## config.mk

```make
export PLATFORM = sky130hd
export DESIGN_NAME = kalman_angle_filter_2axis_top
export DESIGN_NICKNAME = d
export VERILOG_FILES = /design/src/rtl/core/kaf_pkg.sv /design/src/rtl/core/kalman_angle_filter_2axis_top.sv /design/src/rtl/core/kaf_ctrl.sv /design/src/rtl/core/kaf_datapath.sv
export SDC_FILE = /design/constraint.sdc
export NUM_CORES = 2
export LEC_CHECK = 0
export ABC_AREA = 0
export BUFFER_PORTS_ARGS = -buffer_cell sky130_fd_sc_hd__buf_2
export CAP_MARGIN = 30
export CORE_AREA = 2 2 320 322
export CTS_BUF_LIST = sky130_fd_sc_hd__clkbuf_8
export CTS_CLUSTER_DIAMETER = 100
export DETAILED_ROUTE_END_ITERATION = 7
export DIE_AREA = 0 0 322 324
export HOLD_SLACK_MARGIN = 0.03
export PLACE_DENSITY = 0.84
export REMOVE_ABC_BUFFERS = 1
export SYNTH_ARGS = -nofsm -noshare
export SYNTH_HDL_FRONTEND = slang
export SYNTH_SLANG_ARGS = --single-unit
```

## constraint.sdc

```tcl
create_clock -name clk -period 20.3 [get_ports clk]
set_clock_uncertainty 0.2 [all_clocks]
set_input_delay 2.03 -clock clk [delete_from_list [all_inputs] [get_ports clk]]
set_output_delay 2.03 -clock clk [all_outputs]
set_load 0.1 [all_outputs]
```

## src/rtl/core/kaf_pkg.sv

```systemverilog
// Shared constants, command codes and helpers for the two-axis angle filter.
package kaf_pkg;

    localparam int FRAC_BITS   = 16;
    localparam int STEP_FRAC   = 16;
    localparam int DATA_W      = 32;
    localparam int STEP_W      = 16;
    localparam int CFG_W       = 24;
    localparam int CFG_INDEX_W = 3;
    localparam int ITEM_W      = 4 * DATA_W;

    // gain runs from 0 to 1.0, one bit more than the fraction
    localparam int GAIN_W    = FRAC_BITS + 1;
    localparam int MA_W      = DATA_W + 2;
    localparam int MB_W      = GAIN_W + 1;
    localparam int PROD_W    = MA_W + MB_W;
    localparam int SAT_W     = PROD_W + 2;
    localparam int DEN_W     = DATA_W + 1;
    localparam int REM_W     = DEN_W + 1;
    localparam int DIV_CNT_W = $clog2(GAIN_W);

    localparam logic [CFG_INDEX_W-1:0] REG_STEP_TIME   = 3'd0;
    localparam logic [CFG_INDEX_W-1:0] REG_PROC_NOISE  = 3'd1;
    localparam logic [CFG_INDEX_W-1:0] REG_MEAS_VAR    = 3'd2;
    localparam logic [CFG_INDEX_W-1:0] REG_INIT_UNCERT = 3'd3;

    localparam logic [STEP_W-1:0] STEP_TIME_RESET   = 16'd262;
    localparam logic [CFG_W-1:0]  PROC_NOISE_RESET  = 24'd17;
    localparam logic [CFG_W-1:0]  MEAS_VAR_RESET    = 24'd589824;
    localparam logic [CFG_W-1:0]  INIT_UNCERT_RESET = 24'd262144;

    localparam int OP_W = 4;
    localparam logic [OP_W-1:0] OP_NONE     = 4'd0;
    localparam logic [OP_W-1:0] OP_CAPTURE  = 4'd1;
    localparam logic [OP_W-1:0] OP_MUL_RATE = 4'd2;
    localparam logic [OP_W-1:0] OP_PRED     = 4'd3;
    localparam logic [OP_W-1:0] OP_DIV      = 4'd4;
    localparam logic [OP_W-1:0] OP_MUL_CORR = 4'd5;
    localparam logic [OP_W-1:0] OP_EST      = 4'd6;
    localparam logic [OP_W-1:0] OP_MUL_UNC  = 4'd7;
    localparam logic [OP_W-1:0] OP_UNC      = 4'd8;
    localparam logic [OP_W-1:0] OP_LOAD_OUT = 4'd9;

    typedef struct packed {
        logic [OP_W-1:0] op;
        logic            axis;
    } kaf_cmd_t;

    function automatic logic signed [DATA_W-1:0] sat32(input logic signed [SAT_W-1:0] v);
        logic signed [SAT_W-1:0] max_v;
        logic signed [SAT_W-1:0] min_v;
        max_v = SAT_W'(signed'({1'b0, {(DATA_W-1){1'b1}}}));
        min_v = SAT_W'(signed'({1'b1, {(DATA_W-1){1'b0}}}));
        if (v > max_v)
            sat32 = max_v[DATA_W-1:0];
        else if (v < min_v)
            sat32 = min_v[DATA_W-1:0];
        else
            sat32 = v[DATA_W-1:0];
    endfunction

endpackage

```

## src/rtl/core/kalman_angle_filter_2axis_top.sv

```systemverilog
// Two-axis scalar Kalman angle filter, top level.
//
// Each input item carries roll and pitch gyro rates and accelerometer angles (signed
// Q15.16); each yields one result with both filtered angles (saturated) and both updated
// uncertainties (unsigned Q16.16). The two axes run one after the other through one
// shared multiplier, and the gain of each axis comes from a restoring divider that
// produces one of its 17 bits per cycle. A new item is accepted once the previous one
// has left the datapath; a result waiting on the output does not block it.
// Configuration writes take effect at once; writing initial_uncertainty also reloads
// both uncertainties.
module kalman_angle_filter_2axis_top (
    input  logic                                 clk,
    input  logic                                 rst_n,
    input  logic                                 cfg_we,
    input  logic [kaf_pkg::CFG_INDEX_W-1:0]      cfg_index,
    input  logic [kaf_pkg::CFG_W-1:0]            cfg_data,
    input  logic                                 s_tvalid,
    output logic                                 s_tready,
    // roll_rate, roll_measured, pitch_rate, pitch_measured
    input  logic [kaf_pkg::ITEM_W-1:0]           s_tdata,
    output logic                                 m_tvalid,
    input  logic                                 m_tready,
    // roll_estimate, pitch_estimate, roll_variance, pitch_variance
    output logic [kaf_pkg::ITEM_W-1:0]           m_tdata
);

    kaf_pkg::kaf_cmd_t cmd;

    kaf_ctrl u_ctrl (
        .clk      (clk),
        .rst_n    (rst_n),
        .s_tvalid (s_tvalid),
        .s_tready (s_tready),
        .m_tvalid (m_tvalid),
        .m_tready (m_tready),
        .cmd      (cmd)
    );

    kaf_datapath u_datapath (
        .clk       (clk),
        .rst_n     (rst_n),
        .cmd       (cmd),
        .cfg_we    (cfg_we),
        .cfg_index (cfg_index),
        .cfg_data  (cfg_data),
        .s_tdata   (s_tdata),
        .m_tdata   (m_tdata)
    );

endmodule

```

## src/rtl/core/kaf_ctrl.sv

```systemverilog
// Sequencer for the filter: steps both axes through the shared datapath.
module kaf_ctrl (
    input  logic              clk,
    input  logic              rst_n,
    input  logic              s_tvalid,
    output logic              s_tready,
    output logic              m_tvalid,
    input  logic              m_tready,
    output kaf_pkg::kaf_cmd_t cmd
);

    localparam logic [3:0] ST_IDLE     = 4'd0;
    localparam logic [3:0] ST_MUL_RATE = 4'd1;
    localparam logic [3:0] ST_PRED     = 4'd2;
    localparam logic [3:0] ST_DIV      = 4'd3;
    localparam logic [3:0] ST_MUL_CORR = 4'd4;
    localparam logic [3:0] ST_EST      = 4'd5;
    localparam logic [3:0] ST_MUL_UNC  = 4'd6;
    localparam logic [3:0] ST_UNC      = 4'd7;
    localparam logic [3:0] ST_DONE     = 4'd8;

    logic [3:0]                      state_reg, state_next;
    logic                            axis_reg, axis_next;
    logic [kaf_pkg::DIV_CNT_W-1:0]   cnt_reg, cnt_next;
    logic                            out_valid_reg, out_valid_next;

    always_comb
    begin
        state_next     = state_reg;
        axis_next      = axis_reg;
        cnt_next       = cnt_reg;
        out_valid_next = (out_valid_reg && m_tready) ? 1'b0 : out_valid_reg;
        cmd.op         = kaf_pkg::OP_NONE;
        cmd.axis       = axis_reg;
        unique case (state_reg)
            ST_IDLE:
            begin
                if (s_tvalid)
                begin
                    cmd.op     = kaf_pkg::OP_CAPTURE;
                    axis_next  = 1'b0;
                    state_next = ST_MUL_RATE;
                end
            end
            ST_MUL_RATE:
            begin
                cmd.op     = kaf_pkg::OP_MUL_RATE;
                state_next = ST_PRED;
            end
            ST_PRED:
            begin
                cmd.op     = kaf_pkg::OP_PRED;
                cnt_next   = '0;
                state_next = ST_DIV;
            end
            ST_DIV:
            begin
                cmd.op   = kaf_pkg::OP_DIV;
                cnt_next = cnt_reg + 1'b1;
                if (cnt_reg == kaf_pkg::DIV_CNT_W'(kaf_pkg::GAIN_W - 1))
                    state_next = ST_MUL_CORR;
            end
            ST_MUL_CORR:
            begin
                cmd.op     = kaf_pkg::OP_MUL_CORR;
                state_next = ST_EST;
            end
            ST_EST:
            begin
                cmd.op     = kaf_pkg::OP_EST;
                state_next = ST_MUL_UNC;
            end
            ST_MUL_UNC:
            begin
                cmd.op     = kaf_pkg::OP_MUL_UNC;
                state_next = ST_UNC;
            end
            ST_UNC:
            begin
                cmd.op = kaf_pkg::OP_UNC;
                if (axis_reg)
                    state_next = ST_DONE;
                else
                begin
                    axis_next  = 1'b1;
                    state_next = ST_MUL_RATE;
                end
            end
            ST_DONE:
            begin
                // hold until the output register is free
                if (!out_valid_reg || m_tready)
                begin
                    cmd.op         = kaf_pkg::OP_LOAD_OUT;
                    out_valid_next = 1'b1;
                    state_next     = ST_IDLE;
                end
            end
            default:
            begin
                state_next = ST_IDLE;
            end
        endcase
    end

    always_ff @(posedge clk or negedge rst_n)
    begin
        if (!rst_n)
        begin
            state_reg     <= ST_IDLE;
            axis_reg      <= 1'b0;
            cnt_reg       <= '0;
            out_valid_reg <= 1'b0;
        end
        else
        begin
            state_reg     <= state_next;
            axis_reg      <= axis_next;
            cnt_reg       <= cnt_next;
            out_valid_reg <= out_valid_next;
        end
    end

    assign s_tready = (state_reg == ST_IDLE);
    assign m_tvalid = out_valid_reg;

endmodule

```

## src/rtl/core/kaf_datapath.sv

```systemverilog
// Filter datapath: configuration, axis state, shared multiplier and gain divider.
module kaf_datapath (
    input  logic                                 clk,
    input  logic                                 rst_n,
    input  kaf_pkg::kaf_cmd_t                    cmd,
    input  logic                                 cfg_we,
    input  logic [kaf_pkg::CFG_INDEX_W-1:0]      cfg_index,
    input  logic [kaf_pkg::CFG_W-1:0]            cfg_data,
    input  logic [kaf_pkg::ITEM_W-1:0]           s_tdata,
    output logic [kaf_pkg::ITEM_W-1:0]           m_tdata
);

    localparam int DW = kaf_pkg::DATA_W;
    localparam int F  = kaf_pkg::FRAC_BITS;

    logic [kaf_pkg::STEP_W-1:0] step_time_reg;
    logic [kaf_pkg::CFG_W-1:0]  proc_noise_reg;
    logic [kaf_pkg::CFG_W-1:0]  meas_var_reg;

    logic signed [DW-1:0] est_reg [2];
    logic [DW-1:0]        unc_reg [2];

    logic signed [DW-1:0] rate_in_reg [2];
    logic signed [DW-1:0] meas_in_reg [2];

    logic signed [DW-1:0]                  pred_reg;
    logic [DW-1:0]                         p_reg;
    logic [kaf_pkg::DEN_W-1:0]             den_reg;
    logic [kaf_pkg::REM_W-1:0]             rem_reg;
    logic [kaf_pkg::GAIN_W-1:0]            q_reg;
    logic signed [kaf_pkg::PROD_W-1:0]     prod_reg;
    logic [kaf_pkg::ITEM_W-1:0]            out_reg;

    logic signed [DW-1:0]              rate_sel, meas_sel, est_sel;
    logic [DW-1:0]                     unc_sel;
    logic signed [DW:0]                diff;
    logic [kaf_pkg::GAIN_W-1:0]        gain, one_minus_gain;
    logic signed [kaf_pkg::MA_W-1:0]   mul_a;
    logic signed [kaf_pkg::MB_W-1:0]   mul_b;
    logic signed [kaf_pkg::PROD_W-1:0] prod_next;
    logic signed [kaf_pkg::PROD_W:0]   rnd_step, rnd_frac;
    logic signed [kaf_pkg::SAT_W-1:0]  pred_sum, est_sum;
    logic [DW:0]                       p_sum;
    logic [DW-1:0]                     p_next;
    logic [kaf_pkg::DEN_W-1:0]         den_next;
    logic                              ge;
    logic [kaf_pkg::REM_W-1:0]         rem_sub;

    always_comb
    begin
        rate_sel = rate_in_reg[cmd.axis];
        meas_sel = meas_in_reg[cmd.axis];
        est_sel  = est_reg[cmd.axis];
        unc_sel  = unc_reg[cmd.axis];

        diff           = (DW + 1)'(meas_sel) - (DW + 1)'(pred_reg);
        gain           = (den_reg == '0) ? '0 : q_reg;
        one_minus_gain = kaf_pkg::GAIN_W'(1 << F) - gain;

        unique case (cmd.op)
            kaf_pkg::OP_MUL_RATE:
            begin
                mul_a = kaf_pkg::MA_W'(rate_sel);
                mul_b = kaf_pkg::MB_W'(signed'({1'b0, step_time_reg}));
            end
            kaf_pkg::OP_MUL_CORR:
            begin
                mul_a = kaf_pkg::MA_W'(diff);
                mul_b = signed'({1'b0, gain});
            end
            kaf_pkg::OP_MUL_UNC:
            begin
                mul_a = signed'({2'b00, p_reg});
                mul_b = signed'({1'b0, one_minus_gain});
            end
            default:
            begin
                mul_a = '0;
                mul_b = '0;
            end
        endcase
        prod_next = mul_a * mul_b;

        rnd_step = ((kaf_pkg::PROD_W + 1)'(prod_reg)
                    + (kaf_pkg::PROD_W + 1)'(1 << (kaf_pkg::STEP_FRAC - 1))) >>> kaf_pkg::STEP_FRAC;
        rnd_frac = ((kaf_pkg::PROD_W + 1)'(prod_reg)
                    + (kaf_pkg::PROD_W + 1)'(1 << (F - 1))) >>> F;
        pred_sum = kaf_pkg::SAT_W'(est_sel) + kaf_pkg::SAT_W'(rnd_step);
        est_sum  = kaf_pkg::SAT_W'(pred_reg) + kaf_pkg::SAT_W'(rnd_frac);

        // saturate the grown uncertainty at all ones
        p_sum    = {1'b0, unc_sel} + (DW + 1)'(proc_noise_reg);
        p_next   = p_sum[DW] ? '1 : p_sum[DW-1:0];
        den_next = {1'b0, p_reg} + kaf_pkg::DEN_W'(meas_var_reg);

        ge      = (rem_reg >= {1'b0, den_reg});
        rem_sub = ge ? (rem_reg - {1'b0, den_reg}) : rem_reg;
    end

    always_ff @(posedge clk or negedge rst_n)
    begin
        if (!rst_n)
        begin
            step_time_reg  <= kaf_pkg::STEP_TIME_RESET;
            proc_noise_reg <= kaf_pkg::PROC_NOISE_RESET;
            meas_var_reg   <= kaf_pkg::MEAS_VAR_RESET;
            est_reg[0]     <= '0;
            est_reg[1]     <= '0;
            unc_reg[0]     <= DW'(kaf_pkg::INIT_UNCERT_RESET);
            unc_reg[1]     <= DW'(kaf_pkg::INIT_UNCERT_RESET);
        end
        else
        begin
            if (cfg_we)
            begin
                unique case (cfg_index)
                    kaf_pkg::REG_STEP_TIME:   step_time_reg  <= cfg_data[kaf_pkg::STEP_W-1:0];
                    kaf_pkg::REG_PROC_NOISE:  proc_noise_reg <= cfg_data;
                    kaf_pkg::REG_MEAS_VAR:    meas_var_reg   <= cfg_data;
                    kaf_pkg::REG_INIT_UNCERT:
                    begin
                        unc_reg[0] <= DW'(cfg_data);
                        unc_reg[1] <= DW'(cfg_data);
                    end
                    default:
                    begin
                    end
                endcase
            end
            if (cmd.op == kaf_pkg::OP_EST)
                est_reg[cmd.axis] <= kaf_pkg::sat32(est_sum);
            if (cmd.op == kaf_pkg::OP_UNC)
                unc_reg[cmd.axis] <= rnd_frac[DW-1:0];
        end
    end

    always_ff @(posedge clk)
    begin
        if (cmd.op == kaf_pkg::OP_MUL_RATE || cmd.op == kaf_pkg::OP_MUL_CORR
            || cmd.op == kaf_pkg::OP_MUL_UNC)
            prod_reg <= prod_next;
        unique case (cmd.op)
            kaf_pkg::OP_CAPTURE:
            begin
                rate_in_reg[0] <= s_tdata[DW-1:0];
                meas_in_reg[0] <= s_tdata[2*DW-1:DW];
                rate_in_reg[1] <= s_tdata[3*DW-1:2*DW];
                meas_in_reg[1] <= s_tdata[4*DW-1:3*DW];
            end
            kaf_pkg::OP_MUL_RATE:
            begin
                p_reg <= p_next;
            end
            kaf_pkg::OP_PRED:
            begin
                pred_reg <= kaf_pkg::sat32(pred_sum);
                den_reg  <= den_next;
                rem_reg  <= kaf_pkg::REM_W'(p_reg);
                q_reg    <= '0;
            end
            kaf_pkg::OP_DIV:
            begin
                // one gain bit per step, restoring
                q_reg   <= {q_reg[kaf_pkg::GAIN_W-2:0], ge};
                rem_reg <= {rem_sub[kaf_pkg::REM_W-2:0], 1'b0};
            end
            kaf_pkg::OP_LOAD_OUT:
            begin
                out_reg <= {unc_reg[1], unc_reg[0], est_reg[1], est_reg[0]};
            end
            default:
            begin
            end
        endcase
    end

    assign m_tdata = out_reg;

endmodule
```

==> impl_metrics.csv <==
group,metric,value,unit
sta,slew_viol_final,0,
synth,ys_seq_elements,644,
worst_setup_path,cp_common_cell,"fa_1",
synth,synth_area_per_cell,10.1,sq um
worst_hold_path,holdPathStages,0,
route,vias_per_cell,6.19,
route,first_iter_violations,4533,
worst_hold_path,hold_start,"u_datapath.unc_reg[48]",
worst_setup_path,critPathBufInv,5,
route,vias,43997,
worst_setup_path,slowest_stage,"a221oi_1",
floorplan,start_util,0.544,
synth,synth_ff_type,"edfxtp_1",
synth,synth_top_area_frac,0.241,
synth,ys_warn_count,0,
final_layout,final_common_cell,"inv_1",
synth,syn_area,0.0549,sq mm
route,totalWireLength,173000,um
floorplan,core_region_area,0.101,sq mm
worst_setup_path,crit_fanout,109,
route,ant_nets,0,
floorplan,die_h,324,um
worst_setup_path,crit_type,"reg2reg",
sta,holdWs,258,ps
clock_network,holdBufCountCts,0,
final_layout,final_cell_mix,"inv_1, fa_1, nand2_1, nor2_1, edfxtp_1",
synth,yosys.cell_types.count,83,
clock_network,post_cts_buffers,0,
worst_setup_path,r2r_slack,8220,ps
sta,maxSlewHeadroom,0.223,
worst_hold_path,min_to,"u_datapath.m_tdata[80]",
clock_network,cts_sinks,644,
final_layout,largest_reg_flops,128,
global_route,grt_max_degree,110,
clock_network,root_buffer,"clkbuf_8",
sta,rsz0062_at_grt,"false",
worst_hold_path,holdCritPathClass,"reg2reg",
run,cap_viol_max_count,0,
final_layout,layout-drive-gt1-share,0.132,
global_route,antenna_found_initial,14,
global_route,grt_pass1_vias,44379,
final_layout,area_growth,9.67,%
route,remaining_drc_errors,0,
sta,final.min_clock_period,12080,ps
synth,yosysSeqAreaShare,0.334,
floorplan,die_w,322,um
sta,worst_slew_pin_slew,1170,ps
synth,ys_top_cells_by_area,"edfxtp_1, fa_1, dfrtp_1, ha_1, inv_1",
sta,fin_ws,8220,ps
synth,yosys.area.top_type,"edfxtp_1",
floorplan,rows,117,
global_route,grt_pass1_wl,262000,um
worst_setup_path,worstRegToRegCells,34,
placement,numPortBuffers,289,
synth,synth_edf_count,441,
clock_network,cts_tree,"yes",
route,firstDrtPassIters,7,
worst_setup_path,endpoint_kind,"flop",
worst_setup_path,max_stage_delay,920,ps
sta,period_share,0.595,
worst_setup_path,crit_path_start_kind,"flop",
sta,tns,0,ps
clock_network,cts_buffer_depth,3,
clock_network,cts_resized,0,
global_route,gr-total-overflow,0,
floorplan,die-area,0.104,sq mm
sta,setup_viol,0,
final_layout,fin_nets,6714,
clock_network,h-tree-depth,3,
worst_setup_path,critPathRequiredTime,20610,ps
placement,pre_cts_ws,8440,ps
clock_network,cts.clk_slew.worst_paths,60,ps
final_layout,fillers,8224,
sta,hold_violations,0,
status,outcome,"finished clean",
synth,synth-async-reset-ratio,0.315,
sta,fmax,82.8,MHz
worst_setup_path,reg2reg_to,"u_datapath.prod_reg[50]",
global_route,track_usage,0.334,
worst_setup_path,cp_top_family,"compound AO/OA/AOI/OAI gates",
clock_network,clk_latency,810,ps
floorplan,ios,290,
placement,hpwl,134000,um
placement,gp_congestion,1.00,
clock_network,cts_made_buffers,105,
worst_setup_path,cp.arrival,12390,ps
worst_setup_path,rr_startpoint,"u_ctrl.axis_reg",
route,wire_per_inst,24.3,um
synth,syn-instance-count,5446,
worst max path at each step:
| stage | startpoint | to | slack (ps) | depth (start not counted) |
|---|---|---|---|---|
| floorplan | u_ctrl.axis_reg | u_datapath.prod_reg[47] | 7760 | 32 |
| finish | u_ctrl.axis_reg | u_datapath.prod_reg[50] | 8220 | 34 |
| CTS | u_ctrl.axis_reg | u_datapath.prod_reg[47] | 8400 | 32 |
| global route | u_ctrl.axis_reg | u_datapath.prod_reg[47] | 7650 | 34 |
| global placement | u_ctrl.axis_reg | u_datapath.prod_reg[47] | 8770 | 33 |
| detailed placement | u_ctrl.axis_reg | u_datapath.prod_reg[47] | 8440 | 32 |
layout make-up:
| cell class | instances | area, sq um | area share |
|---|---|---|---|
| well taps | 1309 | 1640 | 0.0272 |
| clock buffers | 115 | 1580 | 0.0263 |
| clock inverters | 80 | 661 | 0.0110 |
| repair buffers | 370 | 2070 | 0.0344 |
| multi-input cells | 3839 | 33100 | 0.550 |
| diodes | 15 | 37.5 | 0.000623 |
| flip-flops and latches | 644 | 18300 | 0.304 |
| inverters | 741 | 2780 | 0.0462 |
per-stage QoR:
step	std cells	cell area [sq um]	utilization
6_report	7113	60200	0.596
3_5_place_dp	6896	57900	0.573
3_3_place_gp	6886	57800	0.573
2_1_floorplan	5224	54100	-
4_1_cts	7091	60200	0.596
5_1_grt	7100	60200	0.596
logic make-up after synthesis:
| kind of cell | count (synthesis) | synth area share |
|---|---|---|
| AOI/OAI and AO/OA | 1053 | 0.129 |
| xor gates and xnor gates | 227 | 0.0363 |
| adders and majority gates | 853 | 0.269 |
| buffers and inverters | 963 | 0.0663 |
| DFF | 644 | 0.334 |
| muxes | 228 | 0.0450 |
| and+or+nand+nor | 1478 | 0.121 |
per-layer routing:
layer / track usage / part of all wire / vias up
met5: 0 / 0.00015 / -
met4: 0.231 / 0.078 / 4
met3: 0.0910 / 0.11 / 678
met2: 0.519 / 0.45 / 2642
met1: 0.407 / 0.36 / 21586
li1: - / - / 19087
synth_stat cells (7+ instances only):
| master | n |
|---|---|
| a2111oi_0 | 8 |
| a211o_1 | 15 |
| a211oi_1 | 23 |
| a21boi_0 | 11 |
| a21o_1 | 104 |
| a21oi_1 | 316 |
| a221o_1 | 87 |
| a221oi_1 | 30 |
| a22o_1 | 7 |
| a22oi_1 | 9 |
| a31oi_1 | 25 |
| and2_1 | 69 |
| and3_1 | 41 |
| and4_1 | 9 |
| buf_1 | 17 |
| buf_2 | 14 |
| clkbuf_1 | 188 |
| dfrtp_1 | 194 |
| dfstp_2 | 9 |
| edfxtp_1 | 441 |
| fa_1 | 544 |
| ha_1 | 309 |
| inv_1 | 740 |
| mux2_2 | 153 |
| mux2i_1 | 75 |
| nand2_1 | 501 |
| nand2b_1 | 51 |
| nand3_1 | 95 |
| nand4_1 | 40 |
| nor2_1 | 489 |
| nor2b_1 | 39 |
| nor3_1 | 46 |
| nor4_1 | 26 |
| o211ai_1 | 26 |
| o21a_1 | 42 |
| o21ai_0 | 206 |
| o21bai_1 | 23 |
| o22ai_1 | 8 |
| o311ai_0 | 9 |
| o311ai_1 | 7 |
| o31ai_1 | 20 |
| or2_2 | 27 |
| or3_1 | 16 |
| xnor2_1 | 139 |
| xor2_1 | 87 |
Power is not shown: default switching activity piles up to over one toggle a cycle in this logic, so the estimate is an artifact.
